[config.mk]
export PLATFORM = sky130hd
export DESIGN_NAME = waveform_minmax_decimator
export DESIGN_NICKNAME = d
export VERILOG_FILES = /design/src/rtl/core/wmd_pkg.sv /design/src/rtl/core/wmd_ram.sv /design/src/rtl/core/waveform_minmax_decimator.sv
export SDC_FILE = /design/constraint.sdc
export NUM_CORES = 2
export LEC_CHECK = 0
export BUFFER_PORTS_ARGS = -buffer_cell sky130_fd_sc_hd__buf_2
export CAP_MARGIN = 10
export CORE_MARGIN = 4
export CORE_UTILIZATION = 65
export CTS_CLUSTER_DIAMETER = 60
export DETAILED_ROUTE_END_ITERATION = 7
export PLACE_DENSITY = 0.83
export SLEW_MARGIN = 15
export SYNTH_ARGS = -nofsm -noshare
export SYNTH_HDL_FRONTEND = slang
export SYNTH_HIERARCHICAL = 1
export SYNTH_SLANG_ARGS = --single-unit
[constraint.sdc]
create_clock -name clk_i -period 18.59 [get_ports clk_i]
set_clock_uncertainty 0.1 [all_clocks]
set_input_delay 1.859 -clock clk_i [delete_from_list [all_inputs] [get_ports clk_i]]
set_output_delay 1.859 -clock clk_i [all_outputs]
set_load 0.03 [all_outputs]
[src/rtl/core/wmd_pkg.sv]
// ----------------------------------------------------------------------------
// wmd_pkg
// Shared types, constants and helpers of the waveform min/max decimator.
// ----------------------------------------------------------------------------
package wmd_pkg;

  localparam int unsigned MAX_CHANNELS_DEF      = 8;
  localparam int unsigned MAX_FRAME_SAMPLES_DEF = 8192;
  localparam int unsigned MAX_COLUMNS_DEF       = 4096;

  localparam int unsigned SAMPLE_W  = 16;
  localparam int unsigned CHAN_W    = 3;
  localparam int unsigned COL_W     = 12;
  localparam int unsigned Y_W       = 13;
  localparam int unsigned TDATA_W   = 48;
  localparam int unsigned CCOUNT_W  = 4;
  localparam int unsigned FSAMP_W   = 14;
  localparam int unsigned CCOL_W    = 13;
  localparam int unsigned HH_W      = 11;
  localparam int unsigned SPROD_W   = SAMPLE_W + HH_W + 1;
  localparam int unsigned APB_AW    = 4;
  localparam int unsigned APB_DW    = 32;

  localparam logic [1:0] REG_CHANNEL_COUNT = 2'd0;
  localparam logic [1:0] REG_FRAME_SAMPLES = 2'd1;
  localparam logic [1:0] REG_COLUMN_COUNT  = 2'd2;
  localparam logic [1:0] REG_HALF_HEIGHT   = 2'd3;

  typedef enum logic [2:0] {
    ST_IDLE,
    ST_LOAD,
    ST_DIV,
    ST_UPD,
    ST_SCALE_HI,
    ST_SCALE_LO,
    ST_SCALE_FIN,
    ST_OUT
  } wmd_state_e;

  // trunc(p / 32768) toward zero
  function automatic logic signed [Y_W-1:0] scale_round(input logic signed [SPROD_W-1:0] p);
    logic signed [SPROD_W-1:0] biased;
    biased = p[SPROD_W-1] ? p + SPROD_W'(32767) : p;
    return Y_W'(biased >>> 15);
  endfunction

endpackage

[src/rtl/core/wmd_ram.sv]
// ----------------------------------------------------------------------------
// wmd_ram
// Generic single-write, single-read RAM with a registered read port.
// ----------------------------------------------------------------------------
module wmd_ram #(
  parameter int unsigned Width = 32,
  parameter int unsigned Depth = 8,
  localparam int unsigned AddrW = (Depth > 1) ? $clog2(Depth) : 1
) (
  input  logic             clk_i,
  input  logic             we_i,
  input  logic [AddrW-1:0] waddr_i,
  input  logic [Width-1:0] wdata_i,
  input  logic             re_i,
  input  logic [AddrW-1:0] raddr_i,
  output logic [Width-1:0] rdata_o
);

  logic [Width-1:0] mem_q [Depth];

  always_ff @(posedge clk_i) begin
    if (we_i) begin
      mem_q[waddr_i] <= wdata_i;
    end
    if (re_i) begin
      rdata_o <= mem_q[raddr_i];
    end
  end

endmodule

[src/rtl/core/waveform_minmax_decimator.sv]
// ----------------------------------------------------------------------------
// waveform_minmax_decimator
// Min/max peak decimation of interleaved audio frames for a waveform display.
// ----------------------------------------------------------------------------
// One input transaction is handled at a time. An item that ends no column goes
// from acceptance through the LOAD, DIV and UPD states back to IDLE; each
// result it causes adds the scaling states SCALE_HI, SCALE_LO and SCALE_FIN
// and then the OUT state, which waits until the sink is ready. The DIV state
// runs the bit-serial column divider, one quotient bit per cycle, followed
// by one shared scaling multiplier used once per output value. Per-channel
// running max/min live in a small RAM, read on acceptance and written back
// once per item. Results: tdata carries channel, column, y_high, y_low; tuser
// flags a single point; tlast marks the final result of an input sample.
// ----------------------------------------------------------------------------
module waveform_minmax_decimator
  import wmd_pkg::*;
#(
  parameter int unsigned MAX_CHANNELS      = MAX_CHANNELS_DEF,
  parameter int unsigned MAX_FRAME_SAMPLES = MAX_FRAME_SAMPLES_DEF,
  parameter int unsigned MAX_COLUMNS       = MAX_COLUMNS_DEF
) (
  input  logic               clk_i,
  input  logic               rst_ni,
  // stream in
  input  logic               s_tvalid_i,
  output logic               s_tready_o,
  input  logic [15:0]        s_tdata_i,   // [15:0] sample
  // stream out
  output logic               m_tvalid_o,
  input  logic               m_tready_i,
  output logic [TDATA_W-1:0] m_tdata_o,   // [2:0] channel, [14:3] column,
                                          // [27:15] y_high, [40:28] y_low
  output logic               m_tuser_o,   // [0] is_point
  output logic               m_tlast_o,
  // APB configuration
  input  logic               psel,
  input  logic               penable,
  input  logic               pwrite,
  input  logic [APB_AW-1:0]  paddr,
  input  logic [APB_DW-1:0]  pwdata,
  output logic [APB_DW-1:0]  prdata,
  output logic               pready
);

  localparam int unsigned ChW   = (MAX_CHANNELS > 1) ? $clog2(MAX_CHANNELS) : 1;
  localparam int unsigned NchW  = $clog2(MAX_CHANNELS + 1);
  localparam int unsigned IW    = $clog2(MAX_FRAME_SAMPLES);
  localparam int unsigned NsW   = $clog2(MAX_FRAME_SAMPLES + 1);
  localparam int unsigned NcW   = $clog2(MAX_COLUMNS + 1);
  localparam int unsigned QW    = $clog2(MAX_COLUMNS);
  localparam int unsigned PW    = IW + NcW;
  localparam int unsigned CmpW  = (QW > COL_W) ? QW : COL_W;
  localparam int unsigned CntW  = $clog2(QW);
  localparam int unsigned RamW  = 2 * SAMPLE_W;

  // ---------------------------------------------------------------- config
  logic [CCOUNT_W-1:0] ccount_q;
  logic [FSAMP_W-1:0]  fsamp_q;
  logic [CCOL_W-1:0]   ccol_q;
  logic [HH_W-1:0]     hh_q;
  logic                cfg_wr;

  assign pready = 1'b1;
  assign cfg_wr = psel && penable && pwrite && pready;

  always_ff @(posedge clk_i or negedge rst_ni) begin
    if (!rst_ni) begin
      ccount_q <= CCOUNT_W'(2);
      fsamp_q  <= FSAMP_W'(1024);
      ccol_q   <= CCOL_W'(640);
      hh_q     <= HH_W'(100);
    end else if (cfg_wr) begin
      unique case (paddr[3:2])
        REG_CHANNEL_COUNT: ccount_q <= pwdata[CCOUNT_W-1:0];
        REG_FRAME_SAMPLES: fsamp_q  <= pwdata[FSAMP_W-1:0];
        REG_COLUMN_COUNT:  ccol_q   <= pwdata[CCOL_W-1:0];
        REG_HALF_HEIGHT:   hh_q     <= pwdata[HH_W-1:0];
        default: ;
      endcase
    end
  end

  always_comb begin
    unique case (paddr[3:2])
      REG_CHANNEL_COUNT: prdata = APB_DW'(ccount_q);
      REG_FRAME_SAMPLES: prdata = APB_DW'(fsamp_q);
      REG_COLUMN_COUNT:  prdata = APB_DW'(ccol_q);
      REG_HALF_HEIGHT:   prdata = APB_DW'(hh_q);
      default:           prdata = '0;
    endcase
  end

  // zero acts as one, too large saturates
  logic [NchW-1:0] nch;
  logic [NsW-1:0]  ns;
  logic [NcW-1:0]  nc;

  always_comb begin
    if (ccount_q == '0) nch = NchW'(1);
    else if (32'(ccount_q) > 32'(MAX_CHANNELS)) nch = NchW'(MAX_CHANNELS);
    else nch = NchW'(ccount_q);
    if (fsamp_q == '0) ns = NsW'(1);
    else if (32'(fsamp_q) > 32'(MAX_FRAME_SAMPLES)) ns = NsW'(MAX_FRAME_SAMPLES);
    else ns = NsW'(fsamp_q);
    if (ccol_q == '0) nc = NcW'(1);
    else if (32'(ccol_q) > 32'(MAX_COLUMNS)) nc = NcW'(MAX_COLUMNS);
    else nc = NcW'(ccol_q);
  end

  // ---------------------------------------------------------------- fsm
  wmd_state_e state_q, state_d;
  logic [CntW-1:0] cnt_q, cnt_d;
  logic            two_q, two_d;
  logic            sel_q, sel_d;
  logic            in_acc, out_acc;
  logic            emit1, emit2;
  logic            ram_we;

  assign in_acc  = s_tvalid_i && s_tready_o;
  assign out_acc = m_tvalid_o && m_tready_i;

  always_comb begin
    state_d = state_q;
    unique case (state_q)
      ST_IDLE:      if (in_acc) state_d = ST_LOAD;
      ST_LOAD:      state_d = ST_DIV;
      ST_DIV:       if (cnt_q == '0) state_d = ST_UPD;
      ST_UPD:       state_d = (emit1 || emit2) ? ST_SCALE_HI : ST_IDLE;
      ST_SCALE_HI:  state_d = ST_SCALE_LO;
      ST_SCALE_LO:  state_d = ST_SCALE_FIN;
      ST_SCALE_FIN: state_d = ST_OUT;
      ST_OUT: begin
        if (out_acc) state_d = (two_q && !sel_q) ? ST_SCALE_HI : ST_IDLE;
      end
      default:      state_d = ST_IDLE;
    endcase
  end

  always_comb begin
    s_tready_o = 1'b0;
    m_tvalid_o = 1'b0;
    ram_we     = 1'b0;
    unique case (state_q)
      ST_IDLE: s_tready_o = 1'b1;
      ST_UPD:  ram_we     = 1'b1;
      ST_OUT:  m_tvalid_o = 1'b1;
      default: ;
    endcase
  end

  always_comb begin
    cnt_d = cnt_q;
    two_d = two_q;
    sel_d = sel_q;
    if (state_q == ST_LOAD) cnt_d = CntW'(QW - 1);
    else if (state_q == ST_DIV) cnt_d = cnt_q - CntW'(1);
    if (state_q == ST_UPD) begin
      two_d = emit1 && emit2;
      sel_d = 1'b0;
    end else if (state_q == ST_OUT && out_acc) begin
      sel_d = 1'b1;
    end
  end

  always_ff @(posedge clk_i or negedge rst_ni) begin
    if (!rst_ni) begin
      state_q <= ST_IDLE;
      cnt_q   <= '0;
      two_q   <= 1'b0;
      sel_q   <= 1'b0;
    end else begin
      state_q <= state_d;
      cnt_q   <= cnt_d;
      two_q   <= two_d;
      sel_q   <= sel_d;
    end
  end

  // ---------------------------------------------------------------- position
  logic [ChW-1:0]   chan_q, chan_d;
  logic [IW-1:0]    samp_q, samp_d;
  logic [COL_W-1:0] cur_q, cur_d;
  logic [ChW-1:0]   c_in, c_q;
  logic [IW-1:0]    i_in, i_q;

  always_comb begin
    c_in = (32'(chan_q) >= 32'(nch)) ? ChW'(nch - NchW'(1)) : chan_q;
    i_in = (32'(samp_q) >= 32'(ns)) ? IW'(ns - NsW'(1)) : samp_q;
  end

  // ---------------------------------------------------------------- datapath
  logic signed [SAMPLE_W-1:0] v_q;
  logic signed [SAMPLE_W-1:0] rmax_q, rmin_q;
  logic [RamW-1:0]            ram_rdata;
  logic [PW-1:0]              cprod;
  logic [NsW-1:0]             rem_q, rem_d;
  logic [QW-1:0]              quo_q, quo_d;
  logic [NsW:0]               trial;
  logic                       ge;
  logic signed [SAMPLE_W-1:0] sw_max, sw_min, new_max, new_min;
  logic signed [SAMPLE_W-1:0] a_hi_q, a_lo_q, b_hi_q, b_lo_q;
  logic [COL_W-1:0]           a_col_q, b_col_q;
  logic signed [SAMPLE_W-1:0] op;
  logic signed [SPROD_W-1:0]  sprod, sprod_q;
  logic signed [Y_W-1:0]      yh_q, yl_q;
  logic                       first;

  assign cprod = PW'(i_q) * PW'(nc);

  assign trial = {rem_q, quo_q[QW-1]};
  assign ge    = trial >= (NsW+1)'(ns);
  always_comb begin
    rem_d = rem_q;
    quo_d = quo_q;
    if (state_q == ST_LOAD) begin
      rem_d = NsW'(cprod >> QW);
      quo_d = cprod[QW-1:0];
    end else if (state_q == ST_DIV) begin
      rem_d = ge ? NsW'(trial - (NsW+1)'(ns)) : NsW'(trial);
      quo_d = {quo_q[QW-2:0], ge};
    end
  end

  assign first = (i_q == '0);
  assign emit1 = !first && (CmpW'(quo_q) != CmpW'(cur_q));
  assign emit2 = (32'(i_q) == 32'(ns) - 32'd1);

  always_comb begin
    sw_max = emit1 ? rmin_q : rmax_q;
    sw_min = emit1 ? rmax_q : rmin_q;
    if (first) begin
      new_max = v_q;
      new_min = v_q;
    end else begin
      new_max = (v_q > sw_max) ? v_q : sw_max;
      new_min = (v_q < sw_min) ? v_q : sw_min;
    end
  end

  always_comb begin
    chan_d = chan_q;
    samp_d = samp_q;
    cur_d  = cur_q;
    if (state_q == ST_UPD) begin
      if (32'(c_q) == 32'(nch) - 32'd1) begin
        chan_d = '0;
        if (emit2) begin
          samp_d = '0;
          cur_d  = '0;
        end else begin
          samp_d = i_q + IW'(1);
          cur_d  = COL_W'(quo_q);
        end
      end else begin
        chan_d = c_q + ChW'(1);
        samp_d = i_q;
      end
    end
  end

  always_ff @(posedge clk_i or negedge rst_ni) begin
    if (!rst_ni) begin
      chan_q <= '0;
      samp_q <= '0;
      cur_q  <= '0;
    end else begin
      chan_q <= chan_d;
      samp_q <= samp_d;
      cur_q  <= cur_d;
    end
  end

  assign op    = (state_q == ST_SCALE_HI) ? (sel_q ? b_hi_q : a_hi_q)
                                          : (sel_q ? b_lo_q : a_lo_q);
  assign sprod = op * $signed({1'b0, hh_q});

  always_ff @(posedge clk_i) begin
    if (in_acc) begin
      v_q <= SAMPLE_W'(-$signed(s_tdata_i));
      c_q <= c_in;
      i_q <= i_in;
    end
    if (state_q == ST_LOAD) begin
      rmax_q <= ram_rdata[RamW-1:SAMPLE_W];
      rmin_q <= ram_rdata[SAMPLE_W-1:0];
    end
    rem_q <= rem_d;
    quo_q <= quo_d;
    if (state_q == ST_UPD) begin
      if (emit1) begin
        a_hi_q  <= rmax_q;
        a_lo_q  <= rmin_q;
        a_col_q <= cur_q;
      end else begin
        a_hi_q  <= new_max;
        a_lo_q  <= new_min;
        a_col_q <= COL_W'(quo_q);
      end
      b_hi_q  <= new_max;
      b_lo_q  <= new_min;
      b_col_q <= COL_W'(quo_q);
    end
    if (state_q == ST_SCALE_HI || state_q == ST_SCALE_LO) sprod_q <= sprod;
    if (state_q == ST_SCALE_LO) yh_q <= scale_round(sprod_q);
    if (state_q == ST_SCALE_FIN) yl_q <= scale_round(sprod_q);
  end

  wmd_ram #(
    .Width (RamW),
    .Depth (MAX_CHANNELS)
  ) u_run_ram (
    .clk_i   (clk_i),
    .we_i    (ram_we),
    .waddr_i (c_q),
    .wdata_i ({new_max, new_min}),
    .re_i    (in_acc),
    .raddr_i (c_in),
    .rdata_o (ram_rdata)
  );

  // ---------------------------------------------------------------- output
  assign m_tdata_o = {7'b0, yl_q, yh_q, (sel_q ? b_col_q : a_col_q), CHAN_W'(c_q)};
  assign m_tuser_o = (yh_q == yl_q);
  assign m_tlast_o = !(two_q && !sel_q);

  // ---------------------------------------------------------------- checks
  a_one_side: assert property (@(posedge clk_i) disable iff (!rst_ni)
    !(s_tready_o && m_tvalid_o))
    else $error("input and output active together");

  a_quo_range: assert property (@(posedge clk_i) disable iff (!rst_ni)
    (state_q == ST_UPD) |-> (32'(quo_q) < 32'(nc)))
    else $error("column beyond column count");

  a_rem_range: assert property (@(posedge clk_i) disable iff (!rst_ni)
    (state_q == ST_UPD) |-> (32'(rem_q) < 32'(ns)))
    else $error("divider remainder out of range");

  a_second: assert property (@(posedge clk_i) disable iff (!rst_ni)
    (m_tvalid_o && m_tready_i && !m_tlast_o) |=> (state_q == ST_SCALE_HI))
    else $error("second result not scheduled");

endmodule
# Word-level counts from Yosys, hierarchy flattened
# Memories as Yosys holds them, arrays and structs flattened. A register that Yosys moved wholly into a read port is not among the register bits.
# Cells that the tools add are included.
classes:
  addsub: 10
  mul: 2
  magnitude_cmp: 8
  n_eq_ne: 17
  n_mux: 47
  reduce_logical: 28
ops:
  columns: ["operator", "count"]
  rows:
  - ["$mux 16", 11]
  - ["$pmux 32 s4", 1]
  - ["$mux 14", 5]
  - ["$mux 13", 5]
  - ["$mux 12", 5]
  - ["$eq 13x32->1", 1]
  - ["$eq 3x32->1", 1]
  - ["$add 28x16->28 const B", 1]
  - ["$mul 16x12->28", 1]
  - ["$mux 28", 1]
  - ["$logic_not 13->1", 2]
  - ["$mul 13x13->26", 1]
  - ["$pmux 3 s8", 1]
  - ["$mux 3", 7]
  - ["$gt 16x16->1", 1]
  - ["$lt 16x16->1", 1]
  - ["$mux 4", 4]
  - ["$neg 16->16", 1]
  - ["$ge 15x14->1", 1]
  - ["$sub 14x1->15 const B", 1]
  - ["$ge 13x14->1", 1]
  - ["$gt 14x14->1 const B", 1]
  - ["$logic_not 14->1", 1]
  - ["$sub 14x14->14", 1]
  - ["other kinds (27)", 56]
word_totals:
  register_bits: 311
  ram_bits: 256
  n_memories: 1
memory_table:
  columns: ["name", "words", "width", "rd", "rd_clocked_by_memory_dff", "wr", "line_no", "text"]
  rows:
  - ["u_run_ram.mem_q", 8, 32, 1, 1, 1, "wmd_ram.sv:19", "logic [Width-1:0] mem_q [Depth];"]

# Longest topological paths before layout
logic_depth:
  depth_word: 8
  depth_mapped: 27

# Cells and area by module
# The synthesis kept the hierarchy.
by_module_without_submodules:
  columns: ["module", "n_inst", "cells_per_inst", "area_per_inst_um2"]
  rows:
  - ["waveform_minmax_decimator", 1, 2808, 28748.8]
  - ["wmd_ram", 1, 415, 10786.6]

# Least setup slack after synthesis
# No wires, ideal clock.
synth_timing:
  path_type: "reg-to-reg"
  from: "reg state_q[1]"
  to: "reg sprod_q[26], data pin"
  setup_ns: 0.258
  arrival_ns: 7.054
  t_required_ns: 18.232
  setup_slack_ns: 11.178
  path_stages_with_launch: 25
  period_less_slack_ns: 7.412
  path_cell_list: "dfrtp_1 > nor2_1 > and2_1 > clkbuf_1 > buf_1 > mux4_2 > clkbuf_1 > and2_1 > fa_1 > fa_1 > inv_1 > fa_1 > fa_1 > inv_1 > fa_1 > ha_1 > a21o_1 > a21o_1 > a211o_1 > o21ai_0 > a21boi_0 > o41ai_1 > o2111ai_1 > a21oi_1 > xnor2_1"
synth_between:
  elab_chain_cells: 3
synth_lines:
  columns: ["element", "line_no", "text"]
  rows:
  - ["start: declaration", "waveform_minmax_decimator.sv:111", "wmd_state_e state_q, state_d;"]
  - ["start signal: assignment", "waveform_minmax_decimator.sv:172", "state_q <= state_d;"]
  - ["$eq 3x3->1", "waveform_minmax_decimator.sv:273", "assign op = (state_q == ST_SCALE_HI) ? (sel_q ? b_hi_q : a_hi_q)"]
  - ["$mux 16", "waveform_minmax_decimator.sv:273", null]
  - ["$mul 16x12->28", "waveform_minmax_decimator.sv:275", "assign sprod = op * $signed({1'b0, hh_q});"]
  - ["net sprod[26]", "waveform_minmax_decimator.sv:204", "logic signed [SPROD_W-1:0] sprod, sprod_q;"]
  - ["end signal: assignment", "waveform_minmax_decimator.sv:303", "if (state_q == ST_SCALE_HI || state_q == ST_SCALE_LO) sprod_q <= sprod;"]
  - ["end: declaration", "waveform_minmax_decimator.sv:204", null]
# The timed path passes the listed nets, and every way through them passes these cells.
# A chain may end at the register's enable or synchronous reset.

# Worst setup path in the final report
layout_timing:
  from: "reg state_q[0]"
  to: "reg sprod_q[26], data pin"
# The elaborated chain is that of the path after synthesis.

==> reports/metrics.csv <==
metric,value,unit
status,completed,
Worst path top cell family by delay,adder cells,
Die Height,255,um
vias per cell,6.23,
first-pass GRT wire length,146000,um
RSZ-0062 raised after global routing,false,
Synth cell types,79,
Synth Area in Compound Gates,5.21,%
Post-layout nets,3803,
cell taking the most area after synthesis,edfxtp_1,
GRT Util Overall,28.8,%
r2r setup slk,10.72,ns
drt wl/cell,22.5,um
post-DP HPWL,64200,um
XOR/XNOR share of the synthesized area,2.91,%
PortBufs,97,
setup TNS,0,ns
initial antenna violation count,3,
final worst slack,10.72,ns
GR Overflow Total,0,
slew at the pin with the worst max-slew slack,1.22,ns
final WL,92000,um
"Setup violations, final",0,
crit path kind,flop to flop,
total clock sinks,599,
Mapped Cells,3223,
CTS tree,yes,
Layout Cells excl Fill,4096,
DRT Pass-1 Iters,6,
Fmax,127,MHz
mean post-synth cell area,12.3,um^2
main flop type after synthesis,edfxtp_1,
"Async S/R FF share, synth",13.2,%
flop and latch count out of synthesis,599,
largest net degree at the start of global routing,80,
register area share after synthesis,44.5,%
crit start category,flop,
pre-CTS setup slack,10.83,ns
Final min period,7.87,ns
Buf/Inv on CP,3,
Clock Tree Root,clkbuf_16,
routability cong.,0.909,
Filler cells,3888,
Setup Buffers After CTS,0,
CP max stage cell,mux4_2,
Syn. warnings,6,
routed vias,25500,
crit path DAT,8.15,ns
P&R area growth vs syn,7.87,%
most numerous cell on the critical path,fa_1,
Synth Cell Area,39500,um^2
CP max FO,16,
DRC marker count from the first detailed-route iteration,2503,
Longest Clk Path Bufs,3,
DRC violations left,0,
Worst-path clk slew,0.06,ns
mux contribution to synthesized area,10.4,%
die width,255,um
CTS resizes,0,
Worst EP required,18.86,ns
fin. max-slew vios,0,
# H-tree levels,2,
# rows,90,
Post-Synth Adder-Cell Area,20.7,%
Tcrit/Tclk final,42.4,%
largest family of logic cells by synthesized area,adder cells,
post-synth top area share,39.5,%
core area,60200,um^2
ANT nets after route,0,
share of layout cells above drive strength 1,12.9,%
clk_lat worst skew,0.64,ns
I/O pin cnt,144,
Crit path largest cell delay,0.76,ns
max-cap viol count,0,
placed insts,3979,
relative slew slack,18.4,%
critical-path cell list,nor2_1 > and2_1 > buf_4 > mux4_2 > and2_1 > fa_1 > fa_1 > ha_1 > fa_1 > inv_1 > fa_1 > inv_1 > ha_1 > a21o_1 > a2111oi_0 > a21oi_1 > o21ai_0 > a21boi_0 > o41ai_1 > o2111ai_1 > a21oi_1 > xnor2_1,
Fin. Hold Viols,0,
HP Class,flop to flop,
vias in the first global route,26500,
"EDFF count, synth",520,
Simple-Gate Fraction of Synth Area,10.1,%
crit end category,flop,
total CTS buffers,61,
"top cells by area, synth","edfxtp_1, fa_1, ha_1",
initial cell density of the core,65.6,%
die area,64800,um^2
# hold bufs at CTS,0,
[logic make-up (layout without fill, tap and decap cells)]
logic type / count (synthesis) / count (layout)
buf+inv: 596 / 662
fa+ha+maj: 484 / 484
xor+xnor: 130 / 130
mux: 275 / 275
simple gates: 807 / 807
compound gates: 330 / 330
flops: 599 / 599
other cells: 2 / 27
[area by class of cell]
cell class	count	area [um^2]	share of cell area [%]
Tap cell	782	978	2.29
Timing Repair Buffer	125	702	1.65
Antenna cell	1	2.50	0.00587
Multi-Input combinational cell	2052	19700	46.2
Sequential cell	599	17600	41.3
Clock buffer	83	1690	3.96
Clock inverter	33	375	0.880
Inverter	421	1580	3.71
[registers in the layout (all words and copies together), names as in the netlist, 11 cells and up]
signal	cells
v_q	16
b_lo_q	16
b_col_q	12
cur_q	12
u_run_ram/rdata_o	32
rmax_q	16
rem_q	14
b_hi_q	16
a_hi_q	16
a_lo_q	16
fsamp_q	14
quo_q	12
i_q	13
yl_q	13
rmin_q	16
samp_q	13
a_col_q	12
u_run_ram/mem_q	256
yh_q	13
hh_q	11
ccol_q	13
sprod_q	28
[worst paths after layout]
| kind | cells past startpoint | from | endpoint |
|---|---|---|---|
| max | 22 | state_q[0] | sprod_q[26] |
| min | 0 | u_run_ram/rdata_o[5] | rmin_q[5] |
| max reg2reg | 22 | state_q[0] | sprod_q[26] |
| min reg2reg | 0 | u_run_ram/rdata_o[5] | rmin_q[5] |
| max in group asynchronous | 1 | rst_ni | hh_q[8] |
| min in group asynchronous | 1 | rst_ni | cur_q[5] |
[layer usage]
| metal | routed length, um | global-route usage [%] | up-vias |
|---|---|---|---|
| li1 | - | - | 11100 |
| met4 | 2440 | 8.75 | 2 |
| met1 | 36900 | 40.4 | 12900 |
| met2 | 44300 | 47.5 | 1275 |
| met3 | 8360 | 4.53 | 184 |
| met5 | 10 | 0 | - |
[synth_stat cells, drive strengths merged (7+ instances only)]
cell type  number
a211oi         18
a21o           22
a21oi          93
a22o            9
a31oi           9
and2          187
and3            9
buf            68
clkbuf        107
dfrtp          72
dfstp           7
edfxtp        520
fa            283
ha            201
inv           421
mux2          132
mux2i          59
mux4           84
nand2         291
nand2b         22
nand3          31
nand4          24
nor2          121
nor2b          28
nor3           39
nor4           20
o211ai          8
o21a           14
o21ai          93
o31ai          17
or3            12
xnor2          87
xor2           42
[per-stage QoR]
step,util [%],hold WS (ns),cell area (um^2)
after global routing,70.8,0.323,42600
after floorplan,-,0.300,39600
final,70.8,0.320,42600
after CTS,70.8,0.319,42600
after global placement,67.3,0.302,40600
after detailed placement,67.3,0.305,40600
[cells in the final DEF (no fill, tap or decap), types with 9 or more instances in the layout]
| master | count |
|---|---|
| ha_1 | 201 |
| nand4_1 | 24 |
| or3_1 | 12 |
| buf_2 | 96 |
| fa_1 | 283 |
| conb_1 | 26 |
| nor2b_1 | 25 |
| o21a_1 | 14 |
| o31ai_1 | 17 |
| a211oi_1 | 18 |
| clkinv_1 | 9 |
| xor2_1 | 42 |
| edfxtp_1 | 520 |
| inv_1 | 419 |
| a31oi_1 | 9 |
| buf_4 | 28 |
| xnor2_1 | 87 |
| nor4_1 | 19 |
| mux2_2 | 122 |
| mux2_1 | 10 |
| dfrtp_1 | 72 |
| clkbuf_1 | 15 |
| nand2_1 | 291 |
| a21o_1 | 22 |
| mux2i_1 | 58 |
| nand3_1 | 31 |
| o21ai_0 | 91 |
| nor2_1 | 113 |
| mux4_2 | 44 |
| a21oi_1 | 91 |
| a22o_1 | 9 |
| clkbuf_16 | 62 |
| mux4_1 | 40 |
| and2_1 | 186 |
| nand2b_1 | 22 |
| nor3_1 | 36 |
Power is left out: the tool's default activity adds up to more than one toggle a clock period on the data nets, which glitch-free logic cannot reach.
